File: src/design/ook_sensor_frame_transmitter_macros.svh
// ----------------------------------------------------------------------------
// OOK sensor frame transmitter assertion macros
// Shared property forms used by the transmitter's checks.
// ----------------------------------------------------------------------------
`ifndef OOK_SENSOR_FRAME_TRANSMITTER_MACROS_SVH
`define OOK_SENSOR_FRAME_TRANSMITTER_MACROS_SVH

// Same-cycle implication, disabled in reset.
`define OOKT_ASSERT_IMPL(label, clk, rst_n, ante, cons, msg) \
  label: assert property (@(posedge clk) disable iff (!rst_n) (ante) |-> (cons)) \
    else $error(msg);

// Next-cycle implication, disabled in reset.
`define OOKT_ASSERT_NEXT(label, clk, rst_n, ante, cons, msg) \
  label: assert property (@(posedge clk) disable iff (!rst_n) (ante) |=> (cons)) \
    else $error(msg);

`endif

File: src/design/ookt_pkg.sv
// ----------------------------------------------------------------------------
// OOK transmitter package
// Types, register map and reset values shared by the transmitter modules.
// ----------------------------------------------------------------------------
package ookt_pkg;

  localparam int unsigned FRAME_W    = 36;
  localparam int unsigned BITPOS_W   = 6;
  localparam int unsigned TICK_W     = 13;
  localparam int unsigned ID_W       = 8;
  localparam int unsigned CHAN_W     = 2;
  localparam int unsigned REPEAT_W   = 4;
  localparam int unsigned TEMP_W     = 12;
  localparam int unsigned HUM_W      = 8;
  localparam int unsigned APB_ADDR_W = 5;
  localparam int unsigned APB_DATA_W = 32;
  localparam int unsigned REG_IDX_W  = 3;

  // Position after the last frame bit: the trailing zero bit.
  localparam logic [BITPOS_W-1:0] BITPOS_TRAIL = BITPOS_W'(FRAME_W);

  localparam logic [ID_W-1:0]     SENSOR_ID_RST  = 8'd0;
  localparam logic [CHAN_W-1:0]   CHANNEL_RST    = 2'd0;
  localparam logic [TICK_W-1:0]   HIGH_PULSE_RST = 13'd500;
  localparam logic [TICK_W-1:0]   ONE_GAP_RST    = 13'd1800;
  localparam logic [TICK_W-1:0]   ZERO_GAP_RST   = 13'd800;
  localparam logic [TICK_W-1:0]   SYNC_GAP_RST   = 13'd4000;
  localparam logic [REPEAT_W-1:0] REPEAT_RST     = 4'd13;

  // Fixed ones nibble between temperature and humidity.
  localparam logic [3:0] FRAME_MARK = 4'hF;

  typedef enum logic [REG_IDX_W-1:0] {
    REG_SENSOR_ID      = 3'd0,
    REG_CHANNEL_NUMBER = 3'd1,
    REG_HIGH_PULSE     = 3'd2,
    REG_ONE_GAP        = 3'd3,
    REG_ZERO_GAP       = 3'd4,
    REG_SYNC_GAP       = 3'd5,
    REG_REPEAT_COUNT   = 3'd6
  } ookt_reg_e;

  typedef enum logic {
    MODE_TICK = 1'b0,
    MODE_SEND = 1'b1
  } ookt_mode_e;

  typedef enum logic [1:0] {
    PH_IDLE  = 2'd0,
    PH_SYNC  = 2'd1,
    PH_PULSE = 2'd2,
    PH_GAP   = 2'd3
  } ookt_phase_e;

  typedef struct packed {
    logic [ID_W-1:0]     sensor_id;
    logic [CHAN_W-1:0]   channel_number;
    logic [TICK_W-1:0]   high_pulse_ticks;
    logic [TICK_W-1:0]   one_gap_ticks;
    logic [TICK_W-1:0]   zero_gap_ticks;
    logic [TICK_W-1:0]   sync_gap_ticks;
    logic [REPEAT_W-1:0] repeat_count;
  } ookt_cfg_t;

  typedef struct packed {
    logic                     mode;
    logic signed [TEMP_W-1:0] temperature_tenths;
    logic [HUM_W-1:0]         humidity_percent;
    logic                     battery_flag;
  } ookt_item_t;

  typedef struct packed {
    logic line_level;
    logic busy_res;
  } ookt_res_t;

  typedef struct packed {
    ookt_phase_e         phase;
    logic [BITPOS_W-1:0] bit_pos;
    logic [REPEAT_W-1:0] repeats_left;
  } ookt_status_t;

endpackage

File: src/design/ookt_if.sv
// ----------------------------------------------------------------------------
// OOK transmitter channel interfaces
// Valid/ready channels for send/tick requests and line results.
// ----------------------------------------------------------------------------
interface ookt_in_if import ookt_pkg::*; ();
  logic                     valid;
  logic                     ready;
  logic                     mode;
  logic signed [TEMP_W-1:0] temperature_tenths;
  logic [HUM_W-1:0]         humidity_percent;
  logic                     battery_flag;

  modport source (
    output valid, mode, temperature_tenths, humidity_percent, battery_flag,
    input  ready
  );
  modport sink (
    input  valid, mode, temperature_tenths, humidity_percent, battery_flag,
    output ready
  );
endinterface

interface ookt_out_if ();
  logic valid;
  logic ready;
  logic line_level;
  logic busy_res;

  modport source (
    output valid, line_level, busy_res,
    input  ready
  );
  modport sink (
    input  valid, line_level, busy_res,
    output ready
  );
endinterface

File: src/design/ookt_cfg_regs.sv
// ----------------------------------------------------------------------------
// OOK transmitter configuration registers
// APB register bank for sensor id, channel, timing and repeat count.
// ----------------------------------------------------------------------------
module ookt_cfg_regs import ookt_pkg::*; (
  input  logic                  clk_i,
  input  logic                  rst_ni,
  input  logic                  psel,
  input  logic                  penable,
  input  logic                  pwrite,
  input  logic [APB_ADDR_W-1:0] paddr,
  input  logic [APB_DATA_W-1:0] pwdata,
  output logic [APB_DATA_W-1:0] prdata,
  output logic                  pready,
  output ookt_cfg_t             cfg_o
);

  ookt_cfg_t cfg_q;
  ookt_reg_e reg_idx;
  logic      wr_en;

  assign pready  = 1'b1;
  assign reg_idx = ookt_reg_e'(paddr[APB_ADDR_W-1:2]);
  assign wr_en   = psel && penable && pwrite;
  assign cfg_o   = cfg_q;

  always_ff @(posedge clk_i or negedge rst_ni) begin
    if (!rst_ni) begin
      cfg_q.sensor_id        <= SENSOR_ID_RST;
      cfg_q.channel_number   <= CHANNEL_RST;
      cfg_q.high_pulse_ticks <= HIGH_PULSE_RST;
      cfg_q.one_gap_ticks    <= ONE_GAP_RST;
      cfg_q.zero_gap_ticks   <= ZERO_GAP_RST;
      cfg_q.sync_gap_ticks   <= SYNC_GAP_RST;
      cfg_q.repeat_count     <= REPEAT_RST;
    end else if (wr_en) begin
      unique case (reg_idx)
        REG_SENSOR_ID:      cfg_q.sensor_id        <= pwdata[ID_W-1:0];
        REG_CHANNEL_NUMBER: cfg_q.channel_number   <= pwdata[CHAN_W-1:0];
        REG_HIGH_PULSE:     cfg_q.high_pulse_ticks <= pwdata[TICK_W-1:0];
        REG_ONE_GAP:        cfg_q.one_gap_ticks    <= pwdata[TICK_W-1:0];
        REG_ZERO_GAP:       cfg_q.zero_gap_ticks   <= pwdata[TICK_W-1:0];
        REG_SYNC_GAP:       cfg_q.sync_gap_ticks   <= pwdata[TICK_W-1:0];
        REG_REPEAT_COUNT:   cfg_q.repeat_count     <= pwdata[REPEAT_W-1:0];
        default: ;  // unmapped address: drop the write
      endcase
    end
  end

  always_comb begin
    unique case (reg_idx)
      REG_SENSOR_ID:      prdata = APB_DATA_W'(cfg_q.sensor_id);
      REG_CHANNEL_NUMBER: prdata = APB_DATA_W'(cfg_q.channel_number);
      REG_HIGH_PULSE:     prdata = APB_DATA_W'(cfg_q.high_pulse_ticks);
      REG_ONE_GAP:        prdata = APB_DATA_W'(cfg_q.one_gap_ticks);
      REG_ZERO_GAP:       prdata = APB_DATA_W'(cfg_q.zero_gap_ticks);
      REG_SYNC_GAP:       prdata = APB_DATA_W'(cfg_q.sync_gap_ticks);
      REG_REPEAT_COUNT:   prdata = APB_DATA_W'(cfg_q.repeat_count);
      default:            prdata = '0;
    endcase
  end

endmodule

File: src/design/ookt_engine.sv
// ----------------------------------------------------------------------------
// OOK transmitter burst engine
// Phase sequencer for sync gap, bit pulses and gaps; one request per cycle.
// ----------------------------------------------------------------------------
module ookt_engine import ookt_pkg::*; #(
  parameter int unsigned TIMER_WIDTH = 13
) (
  input  logic         clk_i,
  input  logic         rst_ni,
  input  logic         fire_i,
  input  ookt_item_t   item_i,
  input  ookt_cfg_t    cfg_i,
  output ookt_res_t    res_o,
  output ookt_status_t status_o
);

  localparam int unsigned LenW = (TIMER_WIDTH > TICK_W) ? TIMER_WIDTH : TICK_W;

  ookt_phase_e             phase_q, phase_d, view_phase;
  logic [TIMER_WIDTH-1:0]  timer_q, timer_d;
  logic [BITPOS_W-1:0]     bit_pos_q, bit_pos_d, bit_idx;
  logic [REPEAT_W-1:0]     reps_q, reps_d, reps_dec;
  logic [FRAME_W-1:0]      frame_q, frame_d;
  logic                    cur_bit;
  logic [TICK_W-1:0]       raw_len;
  logic [LenW-1:0]         raw_ext, tmax_ext, len;
  logic [LenW:0]           timer_inc;
  logic                    phase_done;
  logic                    is_send;

  assign is_send = (item_i.mode == MODE_SEND);

  // Current frame bit; the trailing bit is always zero.
  assign bit_idx = BITPOS_W'(FRAME_W - 1) - bit_pos_q;
  assign cur_bit = (bit_pos_q < BITPOS_TRAIL) ? frame_q[bit_idx] : 1'b0;

  always_comb begin
    priority if (phase_q == PH_SYNC) begin
      raw_len = cfg_i.sync_gap_ticks;
    end else if (phase_q == PH_PULSE) begin
      raw_len = cfg_i.high_pulse_ticks;
    end else if (cur_bit) begin
      raw_len = cfg_i.one_gap_ticks;
    end else begin
      raw_len = cfg_i.zero_gap_ticks;
    end
  end

  // Clamp the phase length to [1, timer max].
  assign raw_ext   = LenW'(raw_len);
  assign tmax_ext  = LenW'({TIMER_WIDTH{1'b1}});
  assign len       = (raw_len == '0) ? LenW'(1)
                   : ((raw_ext > tmax_ext) ? tmax_ext : raw_ext);
  assign timer_inc = (LenW+1)'(timer_q) + (LenW+1)'(1);
  assign phase_done = (timer_inc >= {1'b0, len});
  assign reps_dec  = reps_q - REPEAT_W'(1);

  // Next state
  always_comb begin
    phase_d   = phase_q;
    timer_d   = timer_q;
    bit_pos_d = bit_pos_q;
    reps_d    = reps_q;
    frame_d   = frame_q;
    if (fire_i) begin
      if (is_send) begin
        // A send while busy or with zero repeats is dropped.
        if (phase_q == PH_IDLE && cfg_i.repeat_count != '0) begin
          frame_d = {cfg_i.sensor_id, item_i.battery_flag, 1'b0,
                     cfg_i.channel_number, item_i.temperature_tenths,
                     FRAME_MARK, item_i.humidity_percent};
          bit_pos_d = '0;
          reps_d    = cfg_i.repeat_count;
          phase_d   = PH_SYNC;
          timer_d   = '0;
        end
      end else if (phase_q != PH_IDLE) begin
        if (phase_done) begin
          timer_d = '0;
          unique case (phase_q)
            PH_SYNC:  phase_d = PH_PULSE;
            PH_PULSE: phase_d = PH_GAP;
            PH_GAP: begin
              if (bit_pos_q < BITPOS_TRAIL) begin
                bit_pos_d = bit_pos_q + BITPOS_W'(1);
                phase_d   = PH_PULSE;
              end else begin
                reps_d    = reps_dec;
                bit_pos_d = '0;
                phase_d   = (reps_dec == '0) ? PH_IDLE : PH_SYNC;
              end
            end
            PH_IDLE:  phase_d = PH_IDLE;
          endcase
        end else begin
          timer_d = timer_q + TIMER_WIDTH'(1);
        end
      end
    end
  end

  // Outputs: a tick reports the microsecond just spent, a send the new state.
  always_comb begin
    view_phase       = is_send ? phase_d : phase_q;
    res_o.line_level = (view_phase == PH_PULSE);
    res_o.busy_res   = (view_phase != PH_IDLE);
  end

  always_ff @(posedge clk_i or negedge rst_ni) begin
    if (!rst_ni) begin
      phase_q   <= PH_IDLE;
      timer_q   <= '0;
      bit_pos_q <= '0;
      reps_q    <= '0;
      frame_q   <= '0;
    end else begin
      phase_q   <= phase_d;
      timer_q   <= timer_d;
      bit_pos_q <= bit_pos_d;
      reps_q    <= reps_d;
      frame_q   <= frame_d;
    end
  end

  assign status_o.phase        = phase_q;
  assign status_o.bit_pos      = bit_pos_q;
  assign status_o.repeats_left = reps_q;

endmodule

File: src/design/ookt_out_reg.sv
// ----------------------------------------------------------------------------
// OOK transmitter result register
// Holds one result until the receiver takes it; frees in the same cycle.
// ----------------------------------------------------------------------------
module ookt_out_reg import ookt_pkg::*; (
  input  logic       clk_i,
  input  logic       rst_ni,
  input  logic       load_i,
  input  ookt_res_t  res_i,
  output logic       take_o,
  ookt_out_if.source res_o
);

  logic      valid_q;
  ookt_res_t data_q;

  // Accept a new result when empty or when the held one leaves this cycle.
  assign take_o = !valid_q || res_o.ready;

  always_ff @(posedge clk_i or negedge rst_ni) begin
    if (!rst_ni) begin
      valid_q <= 1'b0;
    end else if (load_i) begin
      valid_q <= 1'b1;
    end else if (res_o.ready) begin
      valid_q <= 1'b0;
    end
  end

  always_ff @(posedge clk_i) begin
    if (load_i) begin
      data_q <= res_i;
    end
  end

  assign res_o.valid      = valid_q;
  assign res_o.line_level = data_q.line_level;
  assign res_o.busy_res   = data_q.busy_res;

endmodule

File: src/design/ook_sensor_frame_transmitter.sv
// ----------------------------------------------------------------------------
// OOK sensor frame transmitter
// Pulse-distance transmitter for a 36-bit weather-sensor frame.
//
// Requests arrive on req_i: mode 0 is one microsecond tick, mode 1 a send
// that builds the frame from the APB registers and the request's
// temperature, humidity and battery fields and starts a burst of
// repeat_count repetitions. A send while a burst runs is dropped.
// Each request yields one result on res_o: line_level and busy_res for the
// tick just spent, or the state just after a send.
// The result is registered at the edge that accepts the request. One
// request is taken every cycle while the receiver keeps up; the phase timer
// and the sequencer update in the cycle that takes it.
// When the receiver stalls, the held result stays and req_i.ready drops
// until it is taken; ready returns in the cycle the result leaves.
// Reset loads the register defaults and leaves the line idle and low.
// ----------------------------------------------------------------------------
`include "ook_sensor_frame_transmitter_macros.svh"

module ook_sensor_frame_transmitter import ookt_pkg::*; #(
  parameter int unsigned TIMER_WIDTH = 13
) (
  input  logic                  clk_i,
  input  logic                  rst_ni,
  ookt_in_if.sink               req_i,
  ookt_out_if.source            res_o,
  input  logic                  psel,
  input  logic                  penable,
  input  logic                  pwrite,
  input  logic [APB_ADDR_W-1:0] paddr,
  input  logic [APB_DATA_W-1:0] pwdata,
  output logic [APB_DATA_W-1:0] prdata,
  output logic                  pready
);

  ookt_cfg_t    cfg;
  ookt_item_t   item;
  ookt_res_t    res;
  ookt_status_t st;
  logic         take;
  logic         fire;

  assign req_i.ready = take;
  assign fire        = req_i.valid && take;

  assign item.mode               = req_i.mode;
  assign item.temperature_tenths = req_i.temperature_tenths;
  assign item.humidity_percent   = req_i.humidity_percent;
  assign item.battery_flag       = req_i.battery_flag;

  ookt_cfg_regs u_cfg (
    .clk_i   (clk_i),
    .rst_ni  (rst_ni),
    .psel    (psel),
    .penable (penable),
    .pwrite  (pwrite),
    .paddr   (paddr),
    .pwdata  (pwdata),
    .prdata  (prdata),
    .pready  (pready),
    .cfg_o   (cfg)
  );

  ookt_engine #(
    .TIMER_WIDTH (TIMER_WIDTH)
  ) u_engine (
    .clk_i    (clk_i),
    .rst_ni   (rst_ni),
    .fire_i   (fire),
    .item_i   (item),
    .cfg_i    (cfg),
    .res_o    (res),
    .status_o (st)
  );

  ookt_out_reg u_out (
    .clk_i  (clk_i),
    .rst_ni (rst_ni),
    .load_i (fire),
    .res_i  (res),
    .take_o (take),
    .res_o  (res_o)
  );

  `OOKT_ASSERT_NEXT(a_accept_gives_result, clk_i, rst_ni, fire, res_o.valid, "accepted request left no result")
  `OOKT_ASSERT_IMPL(a_busy_has_repeats, clk_i, rst_ni, st.phase != PH_IDLE, st.repeats_left != '0, "burst running with no repeats left")
  `OOKT_ASSERT_IMPL(a_bit_pos_range, clk_i, rst_ni, 1'b1, st.bit_pos <= BITPOS_TRAIL, "bit position past trailing bit")
  `OOKT_ASSERT_IMPL(a_level_needs_busy, clk_i, rst_ni, res_o.valid && res_o.line_level, res_o.busy_res, "line high while idle")

endmodule

File: src/flat_wrapper.sv
// flat-port wrapper written by rule: the top's interface ports become plain ports
module ook_sensor_frame_transmitter_flat import ookt_pkg::*;
#(
  parameter int unsigned TIMER_WIDTH = 13
)
  (clk_i, rst_ni, psel, penable, pwrite, paddr, pwdata, prdata, pready, req_i_valid, req_i_mode, req_i_temperature_tenths, req_i_humidity_percent, req_i_battery_flag, req_i_ready, res_o_valid, res_o_line_level, res_o_busy_res, res_o_ready);
  ookt_in_if req_i_i ();
  ookt_out_if res_o_i ();
  input  logic clk_i;
  input  logic rst_ni;
  input  logic psel;
  input  logic penable;
  input  logic pwrite;
  input  logic [APB_ADDR_W-1:0] paddr;
  input  logic [APB_DATA_W-1:0] pwdata;
  output logic [APB_DATA_W-1:0] prdata;
  output logic pready;
  input wire logic [$bits(req_i_i.valid)-1:0] req_i_valid;
  input wire logic [$bits(req_i_i.mode)-1:0] req_i_mode;
  input wire logic [$bits(req_i_i.temperature_tenths)-1:0] req_i_temperature_tenths;
  input wire logic [$bits(req_i_i.humidity_percent)-1:0] req_i_humidity_percent;
  input wire logic [$bits(req_i_i.battery_flag)-1:0] req_i_battery_flag;
  output wire logic [$bits(req_i_i.ready)-1:0] req_i_ready;
  output wire logic [$bits(res_o_i.valid)-1:0] res_o_valid;
  output wire logic [$bits(res_o_i.line_level)-1:0] res_o_line_level;
  output wire logic [$bits(res_o_i.busy_res)-1:0] res_o_busy_res;
  input wire logic [$bits(res_o_i.ready)-1:0] res_o_ready;
  assign req_i_i.valid = req_i_valid;
  assign req_i_i.mode = req_i_mode;
  assign req_i_i.temperature_tenths = req_i_temperature_tenths;
  assign req_i_i.humidity_percent = req_i_humidity_percent;
  assign req_i_i.battery_flag = req_i_battery_flag;
  assign req_i_ready = req_i_i.ready;
  assign res_o_valid = res_o_i.valid;
  assign res_o_line_level = res_o_i.line_level;
  assign res_o_busy_res = res_o_i.busy_res;
  assign res_o_i.ready = res_o_ready;
  ook_sensor_frame_transmitter #(.TIMER_WIDTH(TIMER_WIDTH)) u_core (.clk_i(clk_i), .rst_ni(rst_ni), .req_i(req_i_i), .res_o(res_o_i), .psel(psel), .penable(penable), .pwrite(pwrite), .paddr(paddr), .pwdata(pwdata), .prdata(prdata), .pready(pready));
endmodule
File: config.mk
export PLATFORM = sky130hd
export DESIGN_NAME = ook_sensor_frame_transmitter_flat
export DESIGN_NICKNAME = d
export VERILOG_FILES = /design/src/design/ookt_pkg.sv /design/src/design/ookt_if.sv /design/src/design/ookt_cfg_regs.sv /design/src/design/ookt_engine.sv /design/src/design/ookt_out_reg.sv /design/src/design/ook_sensor_frame_transmitter.sv /design/src/flat_wrapper.sv
export VERILOG_INCLUDE_DIRS = /design/src /design/src/design
export SDC_FILE = /design/constraint.sdc
export NUM_CORES = 1
export LEC_CHECK = 0
export ABC_AREA = 1
export BUFFER_PORTS_ARGS = -buffer_cell sky130_fd_sc_hd__buf_2
export CAP_MARGIN = 20
export CELL_PAD_IN_SITES_DETAIL_PLACEMENT = 2
export CELL_PAD_IN_SITES_GLOBAL_PLACEMENT = 2
export CORE_ASPECT_RATIO = 0.7
export CORE_MARGIN = 1.5
export CORE_UTILIZATION = 37
export CTS_CLUSTER_DIAMETER = 120
export DETAILED_ROUTE_END_ITERATION = 6
export GPL_ROUTABILITY_DRIVEN = 0
export PLACE_DENSITY = 0.94
export SYNTH_ARGS = -nofsm -noshare
export SYNTH_HDL_FRONTEND = slang
export SYNTH_SLANG_ARGS = --single-unit
export TNS_END_PERCENT = 100
File: constraint.sdc
create_clock -name clk_i -period 7.1 [get_ports clk_i]
set_input_delay 1.065 -clock clk_i [delete_from_list [all_inputs] [get_ports clk_i]]
set_output_delay 1.065 -clock clk_i [all_outputs]
set_load 0.1 [all_outputs]
---- Word-level counts from Yosys, hierarchy flattened ----
Index checks and enable logic that the tools add are counted.
storage, ports and cells
  bits in writable memories ............... 0
  bits in latches ......................... 0
  logic and storage cells ................. 100
  memories kept ........................... 0
  bits in registers ....................... 129
  ROM bits ................................ 0
cells by class
  bitwise logic cells ..................... 0
  multiply operators ...................... 0
  shift operators ......................... 0
  muxes and demuxes ....................... 36
  divide/modulo/power cells ............... 0
  $lt $le $gt $ge ......................... 4
  $add $sub $neg .......................... 5
  eq/ne operators ......................... 12
  reductions and logical operators ........ 28
operators with widths
  cell                     count
  $mux W13                 9
  $pmux W13 S7             1
  $mux W6                  6
  $mux W4                  6
  $add A13 B1 Y14 const B  1
  $ge A14 B13 Y1           1
  $mux W2                  7
  $reduce_and A2 Y1        7
  $add A13 B1 Y13 const B  1
  $gt A13 B13 Y1 const B   1
  $logic_not A13 Y1        1
  $reduce_bool A2 Y1       6
  $eq A3 B3 Y1 const B     3
  $pmux W2 S4              1
  $lt A6 B7 Y1 const B     1
  $add A6 B1 Y6 const B    1
  $bmux W1 S6              1
  $eq A2 B2 Y1 const B     3
  $eq A3 B2 Y1 const B     2
  $lt A6 B6 Y1 const B     1
  $reduce_and A3 Y1        2
  $reduce_and A6 Y1        1
  $sub A6 B6 Y6 const A    1
  $mux W1                  5
  other kinds (13)         16

---- Logic depth before layout (Yosys ltp) ----
Gate-level depths: netlist of the first run.
  word-level depth ........................ 17
  depth in mapped cells ................... 33
  gate-level depth less buffers ........... 30

---- By module ----
Synthesis of the first run repeated with hierarchy kept, for this count alone.
second synthesis, totals
  cells, all modules ...................... 1055
  area total of the unflattened synthesis .. 7664.9 um^2
by module, submodules not included
  module                        seq. area each (um^2)  instances  cells an instance  area each (um^2)
  ookt_engine                   1426.4                 1          600                4141.5
  ookt_cfg_regs                 1679.1                 1          446                3410.8
  ookt_out_reg                  85.1                   1          7                  105.1
  ook_sensor_frame_transmitter  0.0                    1          2                  7.5

---- Worst setup path before layout of the first run ----
OpenSTA, ideal clock, no wires.
  kind .................................... in2out
  start ................................... input paddr[2]
  end ..................................... output prdata[4]
  required time ........................... 6035 ps
  arrival time ............................ 3481 ps
  setup slack ............................. 2554 ps
  stages .................................. 3
  buffers on the path ..................... 0
  cell sequence ........................... nor2_1 nand2_1 o21ai_0
between the ends
  cells in the longest elaborated chain, start to end .. 2
ends and longest elaborated chain
  element                                     RTL line             RTL
  from (decl)                                 flat_wrapper.sv:14   input logic [APB_ADDR_W-1:0] paddr;
  $eq A3 B3 Y1, or another cell as far along  ookt_cfg_regs.sv:51  unique case (reg_idx)
  $pmux W13 S7 *                              ookt_cfg_regs.sv:51
  to (decl)                                   flat_wrapper.sv:16   output logic [APB_DATA_W-1:0] prdata;
Every way passes the cells marked *; elsewhere a longest branch is shown, timed or not.

---- Worst setup path after layout of the first run ----
  start ................................... register u_core.u_engine.bit_pos_q[2]
  end ..................................... register u_core.u_engine.reps_q[2]
between the ends
  cells in the longest elaborated chain, start to end .. 13
ends and longest elaborated chain
  element                        RTL line            RTL
  from (decl)                    ookt_engine.sv:21   logic [BITPOS_W-1:0] bit_pos_q, bit_pos_d, bit_idx;
  from (signal assigned)         ookt_engine.sv:119  bit_pos_q <= bit_pos_d;
  $sub A6 B6 Y6                  ookt_engine.sv:34   assign bit_idx = BITPOS_W'(FRAME_W - 1) - bit_pos_q;
  $bmux W1 S6                    ookt_engine.sv:35   assign cur_bit = (bit_pos_q < BITPOS_TRAIL) ? frame_q[bit_idx] : 1'b0;
  $mux W1 (implied by the code)  ookt_engine.sv:35
  $mux W1                        ookt_engine.sv:35
  $mux W13                       ookt_engine.sv:42   end else if (cur_bit) begin
  $mux W13                       ookt_engine.sv:40   end else if (phase_q == PH_PULSE) begin
  $mux W13                       ookt_engine.sv:38   priority if (phase_q == PH_SYNC) begin
  $gt A13 B13 Y1                 ookt_engine.sv:53   : ((raw_ext > tmax_ext) ? tmax_ext : raw_ext);
  $mux W13                       ookt_engine.sv:53
  $mux W13                       ookt_engine.sv:52   assign len = (raw_len == '0) ? LenW'(1)
  $ge A14 B13 Y1                 ookt_engine.sv:55   assign phase_done = (timer_inc >= {1'b0, len});
  $reduce_bool A2 Y1 (no line)   n/a
  $reduce_and A6 Y1 (no line) *  n/a
  to (signal assigned)           ookt_engine.sv:120  reps_q <= reps_d;
  to (decl)                      ookt_engine.sv:22   logic [REPEAT_W-1:0] reps_q, reps_d, reps_dec;
Every way passes the cells marked *; elsewhere a longest branch is shown, timed or not. The select of a mux whose other input is x is not followed.
A chain may end at the register's enable or synchronous reset.

==> flow_metrics.tcl, run 1 <==
set metrics [dict create \
    ctsResizeCount 0 \
    slew_viol_final 0 \
    first_pass_iters 5 \
    critPathSlowestCell "a21boi_2" \
    area.growth.synth_to_final_pct 14.9 \
    grt_pass1_wl_um 47500 \
    num_vias 6988 \
    grt_usage_pct 31.4 \
    slew_headroom_pct 28.5 \
    insertion_delay_ns 0.44 \
    hold_path.class "reg -> reg" \
    placementRows 42 \
    place_hpwl_um 19300 \
    cp_data_arrival_time_ns 5.75 \
    avgSynthCellArea_sq_um 7.98 \
    crit_top_cell "nand2_1" \
    crit_fanout 16 \
    critPathBufInv 1 \
    reg2reg_depth 26 \
    antenna_found_initial 1 \
    numPortBuffers 61 \
    cts_setup_buffers 0 \
    critical-path-top-delay-family "simple AND/OR/NAND/NOR gates" \
    wl_um 31600 \
    synth_edf_count 2 \
    wl_per_cell_um 25.5 \
    ys_seq_area_share_pct 44.4 \
    postCtsHoldBufs 0 \
    ir_drop_v 0.000188 \
    hold_viol_final 0 \
    drt_iter0_drc 567 \
    rrSetupSlack_ns 1.66 \
    p_per_area_nw_per_um2 435 \
    cp-startpoint "u_core.u_engine.bit_pos_q[2]$_DFFE_PN0P_" \
    netlist_area_sq_um 7190 \
    synth_cells 901 \
    dieArea_sq_um 20300 \
    ys_seq_elements 126 \
    drt-vias-per-instance 5.64 \
    yosys_most_used_dff "dfrtp_1" \
    root_buffer "clkbuf_16" \
    start_util_pct 37.9 \
    grt_overflow 0 \
    cts.sinks 126 \
    rsz0062_at_grt "false" \
    ys_types 52 \
    end_kind "flop" \
    utilization_pct 43.6 \
    cts_tree "yes" \
    num-fill-cells 2154 \
    dieWidth_um 170 \
    final_cell_mix "249 x nand2_1, 119 x inv_1, 102 x dfrtp_1" \
    finalSetupViolCount 0 \
    cts.reportedPaths.clkPinSlew_ns 0.07 \
    finClkSkew_ns 0.0150 \
    coreArea_sq_um 19000 \
    power_leakage_uw 0.00408 \
    tns_ns 0 \
    period_share_pct 76.6 \
    h-tree-depth 4 \
    cts-buffers-inserted 17 \
    min-delay-start "u_core.u_cfg.cfg_o[34]$_DFFE_PN0P_" \
    slowest_delay_ns 0.66 \
    nNetsFinal 1045 \
    period_needed_ns 5.44 \
    cp.required_ns 7.41 \
    pin_count 103 \
    outcome "finished, final reports clean" \
    yosys_warnings 0 \
    ant_nets 0 \
    worstSetupPathType "reg -> reg" \
    fmax_mhz 184 \
    drive_gt1_share_pct 18.4 \
    grt_pass1_vias 7944 \
    crit_cells 26 \
    grt_max_degree 79 \
    drc 0 \
    clock_path_buffers 2 \
    tightestPinTransition_ns 1.07 \
    layout_commonest_cell "nand2_1" \
    cp-start-kind "flop" \
    r2r-start "u_core.u_engine.bit_pos_q[2]$_DFFE_PN0P_" \
    whs_path_depth 2 \
    cap_violations 0 \
    die_h_um 120 \
    async_flop_share_pct 98.4 \
]
[final timing paths]
path	endpoint
setup reg to reg	u_core.u_engine.reps_q[2]$_DFFE_PN0P_
setup / recovery	u_core.u_engine.reps_q[2]$_DFFE_PN0P_
max in group asynchronous	u_core.u_cfg.cfg_o[26]$_DFFE_PN1P_
min in group asynchronous	u_core.u_engine.frame_q[1]$_DFFE_PN0P_
hold reg to reg	u_core.u_cfg.cfg_o[34]$_DFFE_PN0P_
hold / removal	u_core.u_cfg.cfg_o[34]$_DFFE_PN0P_
[sequential cells by signal, indices dropped and copies added (netlist names)]
name	cells
u_core.u_cfg.cfg_o	66
u_core.u_engine.frame_q	32
u_core.u_engine.timer_q	13
u_core.u_engine.bit_pos_q	6
u_core.u_engine.reps_q	4
u_core.u_engine.phase_q	2
u_core.u_out.res_o.busy_res	1
u_core.u_out.res_o.line_level	1
u_core.u_out.res_o.valid	1
[cell usage after synthesis, types with 7 or more instances]
| master | n | share of area (%) |
|---|---|---|
| nor3_1 | 7 | 0.49 |
| o22ai_1 | 7 | 0.61 |
| a21oi_1 | 18 | 1.3 |
| nand3_1 | 58 | 4.0 |
| clkbuf_1 | 18 | 0.94 |
| mux2_2 | 23 | 3.6 |
| nor2_1 | 34 | 1.8 |
| o21ai_0 | 94 | 6.5 |
| xor2_1 | 13 | 1.6 |
| dfrtp_1 | 102 | 35 |
| ha_1 | 19 | 3.3 |
| o2111ai_1 | 7 | 0.85 |
| dfstp_2 | 22 | 8.0 |
| nand2_2 | 10 | 0.87 |
| buf_4 | 21 | 2.2 |
| o21ai_1 | 10 | 0.70 |
| nand2_1 | 249 | 13 |
| inv_1 | 119 | 6.2 |
[per-stage QoR]
stage	std cells	total power (uW)	worst slack (ns)	hold slack [ns]	cell area (sq um)
after floorplan	919	2080	2.55	0.429	7260
after global placement	1203	2350	2.53	0.443	7650
after detailed placement	1203	2530	2.21	0.490	7650
after CTS	1235	3540	1.93	0.507	8230
after global routing	1238	3750	1.61	0.531	8260
final	1238	3590	1.66	0.504	8260
[area by class of cell]
type / count / area [sq um] / area share [%]
sequential: 126 / 3190 / 38.6
clock buffer: 19 / 454 / 5.50
inverter: 125 / 472 / 5.71
multi-input combinational: 620 / 3300 / 39.9
antenna: 1 / 2.50 / 0.0303
clock inverter: 13 / 126 / 1.53
tap: 264 / 330 / 4.00
timing repair buffer: 70 / 388 / 4.69
[metal layers]
metal,GRT usage [%],vias to the layer above,share of wire [%]
met3,5.74,88,5.1
met1,40.3,3632,43
li1,-,3007,-
met2,52.1,261,48
met4,13.3,0,3.4
met5,0,-,0
[worst reg2reg max path, delay by kind of cell, from the launching register on]
family	cells	cell delay, ns
buf+inv	1	0.16
simple gates	18	2.55
fa+ha+maj	2	0.58
flops	1	0.57
compound gates	5	1.46
[power by group]
part           leakage [uW]  total, uW  switching, uW  internal, uW
clock              0.000284        901            392           510
combinational       0.00229       1550           1130           425
sequential          0.00151       1140            198           942
total               0.00408       3590           1720          1880
[logic make-up after synthesis]
kind of cell / Yosys count / share of synthesized area, %
AO/OA/AOI/OAI: 169 / 13.7
XOR/XNOR: 14 / 1.70
adder cells (fa/ha/maj): 19 / 3.30
buffers and inverters: 173 / 10.7
flip-flops: 126 / 44.4
multiplexers: 23 / 3.60
other: 2 / 0.104
AND/OR/NAND/NOR: 375 / 22.5
Note: power is estimated with default switching activity, not from simulation.
==> run 2, diff against run 1 <==
--- a/config.mk
+++ b/config.mk
@@ -6,18 +6,18 @@
 export SDC_FILE = /design/constraint.sdc
 export NUM_CORES = 1
 export LEC_CHECK = 0
-export ABC_AREA = 1
+export ABC_AREA = 0
 export BUFFER_PORTS_ARGS = -buffer_cell sky130_fd_sc_hd__buf_2
 export CAP_MARGIN = 20
 export CELL_PAD_IN_SITES_DETAIL_PLACEMENT = 2
 export CELL_PAD_IN_SITES_GLOBAL_PLACEMENT = 2
 export CORE_ASPECT_RATIO = 0.7
 export CORE_MARGIN = 1.5
-export CORE_UTILIZATION = 37
+export CORE_UTILIZATION = 38
 export CTS_CLUSTER_DIAMETER = 120
 export DETAILED_ROUTE_END_ITERATION = 6
 export GPL_ROUTABILITY_DRIVEN = 0
-export PLACE_DENSITY = 0.94
+export PLACE_DENSITY = 0.88
 export SYNTH_ARGS = -nofsm -noshare
 export SYNTH_HDL_FRONTEND = slang
 export SYNTH_SLANG_ARGS = --single-unit
==> constraint.sdc (replaced) <==
create_clock -name clk_i -period 5.7 [get_ports clk_i]
set_input_delay 0.855 -clock clk_i [delete_from_list [all_inputs] [get_ports clk_i]]
set_output_delay 0.855 -clock clk_i [all_outputs]
set_load 0.1 [all_outputs]
==> run 2 against run 1 <==
  * The run now ends with DRC left
  * Synthesized cell count fell by 30%
  * Worst hold slack got worse by 0.23 ns
  * Clock power rose by 20%
  * Critical path type unchanged
==> flow_metrics.tcl, run 2 <==
set metrics [dict create \
    intPower_uw 2560 \
    synthXorXnorAreaFrac_pct 2.10 \
    root_buffer "clkbuf_16" \
    ant_nets 0 \
    yosys_warnings 0 \
    cts-buffers-inserted 17 \
    yosys.area_share.simple_pct 9.93 \
    hold_path.class "in -> async" \
    grt_overflow 0 \
    fmax_mhz 184 \
    netlist_area_sq_um 7090 \
    power_leakage_uw 0.00379 \
    synth-adder-area-share_pct 3.35 \
    num_vias 5544 \
    grt_usage_pct 25.6 \
    synth.mux.area_fraction_pct 21.7 \
    synthTopCellsByCount "102 x dfrtp_1, 84 x mux2_2, 42 x nor2_1, 36 x nand2_1, 26 x a21oi_1" \
    utilization_pct 45.9 \
    crit_fanout 11 \
    yosys_most_used_dff "dfrtp_1" \
    multiInputGateArea_sq_um 3660 \
    antenna_found_initial 0 \
    ys_top_cells_by_area "dfrtp_1 36%, mux2_2 13%, dfstp_2 8.1%, ha_1 3.4%, mux2i_1 3.0%" \
    finClkSkew_ns 0.0110 \
    avgSynthCellArea_sq_um 11.2 \
    cp_data_arrival_time_ns 5.73 \
    largest_register_ffs 66 \
    cts.reportedPaths.clkPinSlew_ns 0.06 \
    cts_tree "yes" \
    ys_types 68 \
    swShare_pct 40.5 \
    ir_drop_v 0.000205 \
    slew_headroom_pct 36.9 \
    layout_commonest_cell "dfrtp_1" \
    dpl_worst_slack_ns 0.195 \
    tightestPinTransition_ns 0.945 \
    dieWidth_um 166 \
    grt_pass1_vias 6292 \
    drt-vias-per-instance 5.79 \
    grt_pass1_wl_um 37700 \
    placementRows 41 \
    synth_top_area_share_pct 36.0 \
    numPortBuffers 61 \
    drt_iter0_drc 294 \
    clock_path_buffers 2 \
    power_frac_comb_pct 42.3 \
    seq_area_sq_um 3200 \
    p_per_area_nw_per_um2 515 \
    synth_edf_count 2 \
    synth_cells 635 \
    dieArea_sq_um 19500 \
    coreArea_sq_um 18200 \
    whs_ns 0.277 \
    finalSetupViolCount 0 \
    cts.sinks 126 \
    pin_count 103 \
    p_seq_share_pct 32.5 \
    nNetsFinal 793 \
    worstSetupPathType "reg -> reg" \
    die_h_um 117 \
    synth_compound_area_share_pct 12.7 \
    grt_max_degree 85 \
    num-fill-cells 1868 \
    area.growth.synth_to_final_pct 17.5 \
    diodes 0 \
    place_hpwl_um 16200 \
    slew_viol_final 0 \
    clockPowerShare_pct 25.1 \
    ys_seq_elements 126 \
    wl_um 24600 \
    r2r-start "u_core.u_engine.bit_pos_q[1]$_DFFE_PN0P_" \
    final_cell_mix "98 x dfrtp_1, 84 x mux2_2, 60 x buf_2" \
    start_util_pct 39.1 \
    cp-start-kind "flop" \
    async_flop_share_pct 98.4 \
    ys_seq_area_share_pct 45.0 \
    period_share_pct 95.3 \
    insertion_delay_ns 0.44 \
    period_needed_ns 5.43 \
    drive_gt1_share_pct 35.4 \
    cp.required_ns 6.00 \
    rsz0062_at_grt "false" \
    postCtsHoldBufs 0 \
    power.total_uw 4300 \
    end_kind "flop" \
    synth_top_cell_by_area "dfrtp_1" \
    synth.most_common_cell "dfrtp_1" \
    fin_ws_ns 0.270 \
    wl_per_cell_um 25.7 \
    cap_violations 0 \
    first_pass_iters 7 \
    violations "DRC" \
    outcome "finished with violations" \
    synth_top_family_by_area "multiplexers" \
    hold_viol_final 0 \
    drc 8 \
    h-tree-depth 4 \
    switching_power_uw 1740 \
    tns_ns 0 \
    cp-startpoint "u_core.u_engine.bit_pos_q[1]$_DFFE_PN0P_" \
]
[run 2: changes by cell type after synthesis, sizes merged, moves of 21 or more]
cell	change
inv	-105
mux2	+80
mux2i	+21
nand2	-223
nand3	-48
o21ai	-82
[run 2: timing repair]
item	in CTS	in global routing
endpoints found under the setup margin	1	24
setup buffers	0	10
resized for setup	1	12
pin swaps	0	3
[run 2: cells by family after synthesis]
family / after synthesis
mux: 131
flops: 126
buf+inv: 69
compound gates: 128
fa+ha+maj: 19
xor+xnor: 17
simple gates: 143
other cells: 2
[run 2: cell type report]
class | count | area share [%]
Sequential cell | 126 | 38.3
Inverter | 18 | 0.811
Timing Repair Buffer | 87 | 6.57
Clock buffer | 18 | 5.27
Tap cell | 236 | 3.54
Multi-Input combinational cell | 458 | 43.9
Clock inverter | 14 | 1.59
[run 2: through the flow]
stage	cells	area [sq um]
floorplan	653	7160
CTS	946	8180
finish	957	8340
global route	957	8340
detailed placement	914	7600
global placement	914	7600
[run 2: power by group through the flow]
stage               combinational (uW)  sequential [uW]  clock (uW)
CTS                               1660             1390        1090
global placement                  1490             1350           0
global route                      1930             1420        1130
floorplan                         1180             1310           0
detailed placement                1590             1400           0
finish                            1820             1400        1080
[run 2: critical path, stage by stage (launching register included)]
cell	delay, ns
dfrtp_2	0.39
buf_4	0.15
mux4_2	0.54
a211oi_2	0.26
nor3_2	0.10
nor3_4	0.22
buf_12	0.18
buf_12	0.11
mux2i_1	0.18
a21o_1	0.26
and4_4	0.26
nand3_2	0.08
o31ai_2	0.24
ha_1	0.26
nand2b_1	0.15
a21o_1	0.18
a21o_1	0.18
a21o_1	0.18
a21o_1	0.19
a211o_1	0.37
nand4_1	0.25
nand2_1	0.17
mux2_1	0.38
[run 2: routing by layer]
layer | wire (um) | global-route usage (%)
met1 | 10800 | 32.7
met2 | 12300 | 43.1
met3 | 1020 | 5.70
met4 | 451 | 8.24
met5 | 0 | 0
[run 2: final timing paths]
kind,to,slack [ns],depth (start not counted)
max,u_core.u_engine.bit_pos_q[0]$_DFFE_PN0P_,0.27,22
min,u_core.u_engine.frame_q[25]$_DFFE_PN0P_,0.28,1
max reg2reg,u_core.u_engine.bit_pos_q[0]$_DFFE_PN0P_,0.27,22
min reg2reg,u_core.u_engine.frame_q[23]$_DFFE_PN0P_,0.49,1
max in group asynchronous,u_core.u_engine.bit_pos_q[1]$_DFFE_PN0P_,4.53,2
min in group clk_i,u_core.u_engine.frame_q[23]$_DFFE_PN0P_,0.49,1
==> run 3, diff against run 2 <==
--- a/config.mk
+++ b/config.mk
@@ -8,12 +8,13 @@
 export LEC_CHECK = 0
 export ABC_AREA = 0
 export BUFFER_PORTS_ARGS = -buffer_cell sky130_fd_sc_hd__buf_2
-export CAP_MARGIN = 20
+export CAP_MARGIN = 0
 export CELL_PAD_IN_SITES_DETAIL_PLACEMENT = 2
 export CELL_PAD_IN_SITES_GLOBAL_PLACEMENT = 2
-export CORE_ASPECT_RATIO = 0.7
+export CORE_ASPECT_RATIO = 0.75
 export CORE_MARGIN = 1.5
 export CORE_UTILIZATION = 38
+export CTS_BUF_LIST = sky130_fd_sc_hd__clkbuf_8 sky130_fd_sc_hd__clkbuf_16
 export CTS_CLUSTER_DIAMETER = 120
 export DETAILED_ROUTE_END_ITERATION = 6
 export GPL_ROUTABILITY_DRIVEN = 0
==> run 3 against run 2 <==
  * The flow finishes with violations (setup timing)
  * Power up 1.7%
  * Clock skew grew 0.0029 ns
  * Clock-buffer cell count fell by 1
  * Largest cell class unchanged
  * Sequential cell count is the same
  * Highest routed layer unchanged
  * First-iteration DRC count rose by 10%
  * Sequential power about the same
  * Critical endpoint is now u_core.u_engine.reps_q[0]$_DFFE_PN0P_
  * Non-clock buffer count shrank 4
  * Design area down 0.18%
==> flow_metrics.tcl, run 3 (synthesized netlist as in run 2, its figures left out) <==
set metrics [dict create \
    outcome "finished with violations" \
    violations "setup timing" \
    finalSetupViolCount 2 \
    cts-buffers-inserted 17 \
    postCtsHoldBufs 0 \
    cts_tree "yes" \
    numPortBuffers 61 \
    die_h_um 121 \
    cap_violations 0 \
    multiInputGateArea_sq_um 3680 \
    period_share_pct 102 \
    cp_data_arrival_time_ns 6.14 \
    pin_count 103 \
    cp-start-kind "flop" \
    end_kind "flop" \
    num-fill-cells 1871 \
    num_vias 5750 \
    tns_ns -0.134 \
    dieArea_sq_um 19500 \
    slowest_delay_ns 0.40 \
    hold_viol_final 0 \
    crit_chain "buf_6 -> mux2_1 -> or3_1 -> o2111ai_2 -> o31ai_4 -> nor3_4 -> buf_4 -> buf_12 -> mux2i_1 -> a21oi_1 -> o21ai_1 -> nand2_1 -> o31ai_2 -> ha_1 -> nand2b_1 -> a21o_1 -> a21o_1 -> a21o_1 -> a21o_1 -> a211o_1 -> a21oi_4 -> o21ai_2 -> a21boi_0 -> mux2i_1" \
    drive_gt1_share_pct 34.7 \
    cts.reportedPaths.clkPinSlew_ns 0.06 \
    fmax_mhz 172 \
    placementRows 43 \
    largest_register_ffs 66 \
    crit_fanout 11 \
    grt_pass1_vias 6467 \
    cp.required_ns 6.01 \
    place_hpwl_um 16100 \
    insertion_delay_ns 0.44 \
    period_needed_ns 5.83 \
    power_leakage_uw 0.00377 \
    ant_nets 0 \
    grt_usage_pct 26.9 \
    slew_viol_final 0 \
    worstSetupPathType "reg -> reg" \
    dieWidth_um 161 \
    h-tree-depth 4 \
    hold_path.class "in -> async" \
    final_cell_mix "100 x dfrtp_1, 84 x mux2_2, 60 x buf_2" \
    crit_top_cell "a21o_1" \
    first_pass_iters 5 \
    start_util_pct 38.5 \
    critical-path-top-delay-family "compound AO/OA/AOI/OAI gates" \
    slew_headroom_pct 33.1 \
    grt_pass1_wl_um 38500 \
    drc 0 \
    antenna_found_initial 0 \
    grt_max_degree 73 \
    drt-vias-per-instance 5.96 \
    cts.sinks 126 \
    clock_path_buffers 2 \
    critPathBufInv 3 \
    nNetsFinal 789 \
    dpl_worst_slack_ns 0.138 \
    fin_ws_ns -0.127 \
    root_buffer "clkbuf_16" \
    p_per_area_nw_per_um2 525 \
    grt_overflow 0 \
    wl_um 26500 \
    seq_area_sq_um 3190 \
    critPathSlowestCell "dfrtp_1" \
    diodes 0 \
    ir_drop_v 0.000237 \
    tightestPinTransition_ns 1.00 \
    drt_iter0_drc 324 \
    wl_per_cell_um 27.5 \
    area.growth.synth_to_final_pct 17.3 \
    coreArea_sq_um 18400 \
    layout_commonest_cell "dfrtp_1" \
    finClkSkew_ns 0.0138 \
]
[run 3: power by group]
part           total [uW]  internal, uW  switching (uW)  leakage (uW)
combinational        1870           762            1110       0.00195
clock                1070           605             467      0.000275
sequential           1430          1160             261       0.00155
total                4370          2530            1840       0.00377
[run 3: stage by stage]
step                power (uW)  utilization, %  std cells  hold WS, ns  cell area, sq um
floorplan                 2490               -        653        0.411              7160
global placement          2830            41.4        925        0.451              7620
detailed placement        2990            41.4        925        0.478              7620
CTS                       4180            44.6        957        0.469              8200
global route              4520            45.2        964        0.494              8320
finish                    4370            45.2        964        0.455              8320
[run 3: cell type report]
| cell class | count | area share, % |
|---|---|---|
| Multi-Input combinational cell | 458 | 44.2 |
| Sequential cell | 126 | 38.4 |
| Tap cell | 247 | 3.71 |
| Inverter | 18 | 0.812 |
| Clock inverter | 15 | 1.67 |
| Clock buffer | 17 | 5.11 |
| Timing Repair Buffer | 83 | 6.14 |
[run 3: what timing repair did]
action                                  in CTS  in global routing
pin swaps                                    0                  4
endpoints found under the hold margin        0                  0
setup buffers                                0                  6
gates resized for setup                      5                 10
endpoints found under the setup margin      12                 22
gates cloned                                 0                  1
[run 3: layer usage]
layer	vias to the layer above	part of all wire (%)	GRT usage (%)
li1	2428	-	-
met1	3044	41	31.0
met2	220	51	48.5
met3	58	4.9	6.39
met4	0	2.7	10.2
met5	-	0	0
[run 3: path summary, 6_finish.rpt]
check                                                         start  slack (ns)                                  endpoint  depth (start not counted)
max                        u_core.u_engine.bit_pos_q[1]$_DFFE_PN0P_       -0.13     u_core.u_engine.reps_q[0]$_DFFE_PN0P_                         24
min                                                          rst_ni        0.45   u_core.u_engine.frame_q[34]$_DFFE_PN0P_                          1
max reg2reg                u_core.u_engine.bit_pos_q[1]$_DFFE_PN0P_       -0.13     u_core.u_engine.reps_q[0]$_DFFE_PN0P_                         24
min reg2reg                 u_core.u_engine.frame_q[11]$_DFFE_PN0P_        0.49   u_core.u_engine.frame_q[11]$_DFFE_PN0P_                          2
max in group asynchronous                                    rst_ni        3.70  u_core.u_engine.bit_pos_q[3]$_DFFE_PN0P_                          2
min in group clk_i          u_core.u_engine.frame_q[11]$_DFFE_PN0P_        0.49   u_core.u_engine.frame_q[11]$_DFFE_PN0P_                          2
